[config.mk]
export PLATFORM = sky130hd
export DESIGN_NAME = vn_sqrt
export DESIGN_NICKNAME = d
export VERILOG_FILES = /design/src/rtl/vn_pkg.sv /design/src/rtl/vn_sqrt.sv
export SDC_FILE = /design/constraint.sdc
export NUM_CORES = 2
export LEC_CHECK = 0
export ABC_AREA = 1
export BUFFER_PORTS_ARGS = -buffer_cell sky130_fd_sc_hd__buf_4
export CELL_PAD_IN_SITES_DETAIL_PLACEMENT = 1
export CELL_PAD_IN_SITES_GLOBAL_PLACEMENT = 2
export CORE_UTILIZATION = 40
export DETAILED_ROUTE_END_ITERATION = 12
export MAX_ROUTING_LAYER = met4
export PLACE_DENSITY = 0.81
export SLEW_MARGIN = 15
export SYNTH_ARGS = -nofsm -noshare
export SYNTH_HDL_FRONTEND = slang
export SYNTH_SLANG_ARGS = --single-unit
[constraint.sdc]
create_clock -name aclk -period 4.6 [get_ports aclk]
set_clock_uncertainty 0.05 [all_clocks]
set_input_delay 0.46 -clock aclk [delete_from_list [all_inputs] [get_ports aclk]]
set_output_delay 0.46 -clock aclk [all_outputs]
set_load 0.01 [all_outputs]
[src/rtl/vn_pkg.sv]
`timescale 1ns / 1ps
// ----------------------------------------------------------------------------
// vn_pkg
// shared widths, constants and types of the 3d vector normaliser
// ----------------------------------------------------------------------------
package vn_pkg;

    localparam int COORD_WIDTH = 16;
    localparam int LANES       = 3;
    localparam int FRAC_UNIT   = 14;
    localparam int OUT_W       = 16;
    localparam int SUM_W       = 2 * COORD_WIDTH;
    localparam int RAD_W       = SUM_W + 16;
    localparam int ROOT_W      = RAD_W / 2;
    localparam int REM_W       = ROOT_W + 2;
    localparam int Q_W         = 16;
    localparam int NUM_W       = COORD_WIDTH + 22 + 1;
    localparam int S_TDATA_W   = ((LANES * COORD_WIDTH + 7) / 8) * 8;
    localparam int M_TDATA_W   = 4 * OUT_W;

    localparam logic [Q_W-1:0] UNIT_ONE = Q_W'(1) << FRAC_UNIT;

    typedef struct packed {
        logic [COORD_WIDTH-1:0] mag;
        logic                   neg;
    } lane_t;

endpackage

[src/rtl/vn_sqrt.sv]
`timescale 1ns / 1ps
// ----------------------------------------------------------------------------
// vn_sqrt
// pipelined floor square root, one root bit per stage
// ----------------------------------------------------------------------------
module vn_sqrt (
    input  logic                      aclk,
    input  logic                      en,
    input  logic [vn_pkg::RAD_W-1:0]  rad,
    output logic [vn_pkg::ROOT_W-1:0] root
);
    import vn_pkg::*;

    logic [RAD_W-1:0]  rad_reg  [ROOT_W];
    logic [REM_W-1:0]  rem_reg  [ROOT_W];
    logic [ROOT_W-1:0] root_reg [ROOT_W];
    logic [RAD_W-1:0]  rad_next [ROOT_W];
    logic [REM_W-1:0]  rem_next [ROOT_W];
    logic [ROOT_W-1:0] root_next[ROOT_W];

    always_comb begin
        logic [RAD_W-1:0]  rad_p;
        logic [REM_W-1:0]  rem_p;
        logic [ROOT_W-1:0] root_p;
        logic [REM_W-1:0]  rem2;
        logic [REM_W-1:0]  trial;
        for (int k = 0; k < ROOT_W; k++) begin
            rad_p  = (k == 0) ? rad : rad_reg[k > 0 ? k - 1 : 0];
            rem_p  = (k == 0) ? '0  : rem_reg[k > 0 ? k - 1 : 0];
            root_p = (k == 0) ? '0  : root_reg[k > 0 ? k - 1 : 0];
            // bring down the next pair of radicand bits
            rem2   = {rem_p[REM_W-3:0], rad_p[RAD_W-1 -: 2]};
            trial  = {root_p, 2'b01};
            rad_next[k] = {rad_p[RAD_W-3:0], 2'b00};
            if (rem2 >= trial) begin
                rem_next[k]  = rem2 - trial;
                root_next[k] = {root_p[ROOT_W-2:0], 1'b1};
            end else begin
                rem_next[k]  = rem2;
                root_next[k] = {root_p[ROOT_W-2:0], 1'b0};
            end
        end
    end

    always_ff @(posedge aclk) begin
        if (en) begin
            for (int k = 0; k < ROOT_W; k++) begin
                rad_reg[k]  <= rad_next[k];
                rem_reg[k]  <= rem_next[k];
                root_reg[k] <= root_next[k];
            end
        end
    end

    assign root = root_reg[ROOT_W-1];

endmodule

Word-level counts from Yosys, hierarchy flattened --
Memories as Yosys holds them, arrays and structs flattened. Cells that the tools add are included. W data, S select, Z words.
Word-level totals: register bits 0, RAM bits 2304, input port bits 50, output and inout bits 24, logic and storage cells 101, memories 3
Memory list:
- rad_reg | words 24, bits a word 46, read ports 23, clocked after memory_dff 0, write ports 24, line vn_sqrt.sv:14 | logic [RAD_W-1:0] rad_reg [ROOT_W];
- rem_reg | words 24, bits a word 26, read ports 23, clocked after memory_dff 0, write ports 24, line vn_sqrt.sv:15 | logic [REM_W-1:0] rem_reg [ROOT_W];
- root_reg | words 24, bits a word 24, read ports 24, clocked after memory_dff 0, write ports 24, line vn_sqrt.sv:16 | logic [ROOT_W-1:0] root_reg [ROOT_W];
Operators by class: add/subtract/negate cells 24, order comparisons 24, multiplexer cells 50
Operator list (number):
- $mux W26 | 24
- $ge A26 B26 Y1 | 23
- $sub A26 B26 Y26 | 23
- $mux W1 | 26
- $sub A2 B1 Y3 const B | 1
- $ge A2 B1 Y1 const B | 1

Longest topological paths before layout --
An unclocked memory read counts as a cell.
word-level depth 3, gate-level depth with buffers 15, mapped depth without buffers 14

Worst setup path before layout --
Ideal clock, no wire load.
path type flip-flop to flip-flop, start memory rem_reg[0][53] in the netlist's numbering, end memory rem_reg[0][101] in the netlist's numbering, data pin, library setup time 0.261 ns, arrival 1.763 ns, required time 4.289 ns, setup slack 2.527 ns, stages on the path, launching flop included 12, path buffers 2, period minus slack after synthesis 2.073 ns, cells stage by stage edfxtp_1 > ha_1 > a21oi_2 > nand2_1 > nand2_1 > nand2_2 > nor2_2 > nand2_2 > nor2_2 > buf_6 > buf_6 > a21oi_1
RTL lines (line):
- start: declaration | vn_sqrt.sv:15

==> impl_metrics.py <==
metrics = {
    "place": {
        "dp.cells": 10900,
        "pre_cts_slack_ns": 1.40,
        "dpl.hpwl_mm": 168,
        "place_congestion": 0.897,
        "placed_cell_area_um2": 78000,
        "io_buffers": 73,
    },
    "setup_path": {
        "crit_fanout": 17,
        "cp.required_ns": 5.09,
        "worst_setup_path_start_kind": "flop",
        "cp-startpoint": "root_reg[1][144]",
        "r2r.worst_path.cells": 12,
        "arrival_ns": 3.64,
        "end_kind": "flop",
        "worst_r2r_startpoint": "root_reg[1][144]",
        "worstSetupPathType": "flop to flop",
        "r2r_slack_ns": 1.45,
        "crit_path_end": "rem_reg[1][184]",
        "reg2reg_to": "rem_reg[1][184]",
    },
    "yosys": {
        "synthCells": 8418,
        "netlist_area_um2": 74600,
        "synth_edf_count": 1374,
        "async_flop_share_pct": 0,
        "avgSynthCellArea_um2": 8.86,
        "ys.warnings.count": 0,
        "synthFlopType": "edfxtp_1",
        "netlist-cell-type-count": 54,
        "seq_area_frac_synth_pct": 55.3,
        "ys_ff_latch": 1374,
        "syn-num-nets": 8793,
    },
    "detailed_routing": {
        "drc_errors": 0,
        "vias_per_cell": 4.94,
        "first_pass_iters": 5,
        "drt-total-wl_mm": 218,
        "vias": 55600,
        "postRouteAntennaNets": 0,
        "drt_iter0_markers": 2745,
        "wl_per_cell_um": 19.4,
    },
    "finish": {
        "syn_to_final_growth_pct": 12.1,
        "layout.cells.non_filler": 11300,
        "fillers": 21600,
        "finalInstanceArea_um2": 83600,
        "num_antenna_cells": 0,
        "final_nets": 9026,
        "largest_reg_flops": 552,
        "drive_gt1_share_pct": 5.35,
    },
    "worst_hold_path": {
        "hp-class": "input pin to flop",
    },
    "cts": {
        "numCtsBuffers": 154,
        "cts_sinks": 1374,
        "hold_buffers": 49,
        "cts_root_buffer": "clkbuf_16",
        "clk-insertion-delay-late_ns": 0.83,
        "cts_resized": 0,
        "clk_pin_slew_ns": 0.06,
        "cts_tree": "done",
        "clock_tree.buffer_depth": 3,
        "h-tree-depth": 4,
        "cts_setup_buffers": 0,
    },
    "sta": {
        "rsz0062_at_grt": "false",
        "finalHoldViolCount": 0,
        "tightest_slew_ns": 1.10,
        "setup_tns_ns": 0,
        "min_period_over_period_pct": 68.5,
        "fmax_mhz": 317,
        "fin_ws_ns": 1.45,
        "slew_violations": 0,
        "max_slew_margin_pct": 26.3,
        "period_needed_ns": 3.15,
        "setup_viol": 0,
    },
    "pwr": {
        "p_leak_nw": 37.9,
        "total_power_mw": 37.0,
        "irDropWorstVdd_v": 0.000361,
        "power_per_cell_area_nw_per_um2": 442,
    },
    "global_routing": {
        "antenna_found_initial": 0,
        "grt_overflow": 0,
        "first_global_vias": 57800,
        "grt_max_degree": 150,
        "grt_usage_pct": 24.0,
        "grt_pass1_wl_mm": 339,
    },
    "floorplanning": {
        "dieArea_um2": 188000,
        "die_w_um": 434,
        "core_um2": 185000,
        "die_h_um": 434,
        "start_util_pct": 40.3,
        "placementRows": 158,
        "io_pins": 74,
    },
    "status": {
        "status": "finished clean",
    },
    "run": {
        "maxCapViolations": 0,
    },
}
==> layout make-up <==
type                    count  area, um^2  area share, %
flip-flops and latches   1374       41300           49.4
multi-input cells        5505       27300           32.6
inverters                1464        5500           6.57
clock buffers             177        3960           4.74
well taps                2480        3100           3.71
repair buffers            152        1400           1.67
clock inverters           106        1110           1.33
==> power breakdown <==
group	switching [mW]	leakage [nW]	total, mW	internal [mW]
logic	5.39	22.2	7.96	2.58
clock network	5.40	2.43	12.4	7.02
registers	1.07	13.2	16.6	15.5
==> synthesized netlist by cell type (12+ instances only) <==
master,number,share of area (%)
xnor2_1,70,0.82
buf_4,23,0.23
nor2_2,21,0.18
inv_2,18,0.091
buf_6,21,0.32
a21oi_1,308,2.1
nand3_1,435,2.9
xor2_1,147,1.7
buf_2,28,0.19
or2_2,18,0.15
o21ai_2,15,0.18
ha_1,325,5.5
nor2_1,688,3.5
nor3_1,54,0.36
nand3_2,12,0.16
o21ai_1,49,0.33
edfxtp_1,1374,55
o21ai_0,102,0.68
inv_1,1446,7.3
nand2_2,17,0.14
nand2_1,2902,15
nand4_1,176,1.5
nand3b_1,83,0.84
==> cell families after synthesis <==
family	share of synthesized area, %
and+or+nand+nor	24.9
buffers and inverters	8.12
DFF	55.3
AOI/OAI and AO/OA	3.62
adders and majority gates	5.45
xor gates and xnor gates	2.57
other	0.00503
==> per-layer routing <==
metal / GRT usage [%] / wire (um) / part of all wire [%]
met1: 30.8 / 100000 / 46
met2: 40.7 / 107000 / 49
met3: 2.42 / 5610 / 2.6
met4: 5.54 / 4610 / 2.1
met5: - / 0 / 0
==> placed cells by master, fill, tap and decap left out, types with 29 or more instances in the layout <==
cell	n
ha_1	325
nand3_1	435
xnor2_1	70
buf_4	93
nand4_1	176
nor2_1	687
nand2_1	2902
clkinv_1	29
xor2_1	147
edfxtp_1	1374
dlygate4sd3_1	49
clkbuf_16	155
inv_1	1446
a21oi_1	308
o21ai_1	49
o21ai_0	102
nand3b_1	83
nor3_1	54
==> critical path: stages (launching register included) <==
cell	delay (ns)
edfxtp_1	0.41
inv_1	0.06
ha_1	0.43
nand2_1	0.13
nor2_1	0.15
nand3_1	0.11
nand3_2	0.11
nand2_1	0.12
nand2_1	0.43
inv_1	0.37
buf_4	0.31
nand2_1	0.09
o21ai_0	0.10
==> worst min-delay path by stage <==
| stage | from | to | slack, ns | depth (start not counted) |
|---|---|---|---|---|
| after global routing | en | rem_reg[1][100] | 0.08 | 1 |
| after CTS | en | rad_reg[0][24] | 0.06 | 1 |
| after detailed placement | rad_reg[0][269] | rad_reg[0][317] | 0.36 | 0 |
| after global placement | rad_reg[0][314] | rad_reg[0][362] | 0.35 | 0 |
| final | en | rad_reg[0][24] | 0.08 | 1 |
| after floorplan | rad_reg[0][52] | rad_reg[0][100] | 0.35 | 0 |
==> stage by stage <==
step / hold slack, ns / util (%)
2_1_floorplan: 0.350 / -
3_3_place_gp: 0.351 / 42.1
3_5_place_dp: 0.355 / 42.1
4_1_cts: 0.0556 / 45.1
5_1_grt: 0.0808 / 45.1
6_report: 0.0770 / 45.1
Note: power is estimated with default switching activity, not from simulation.
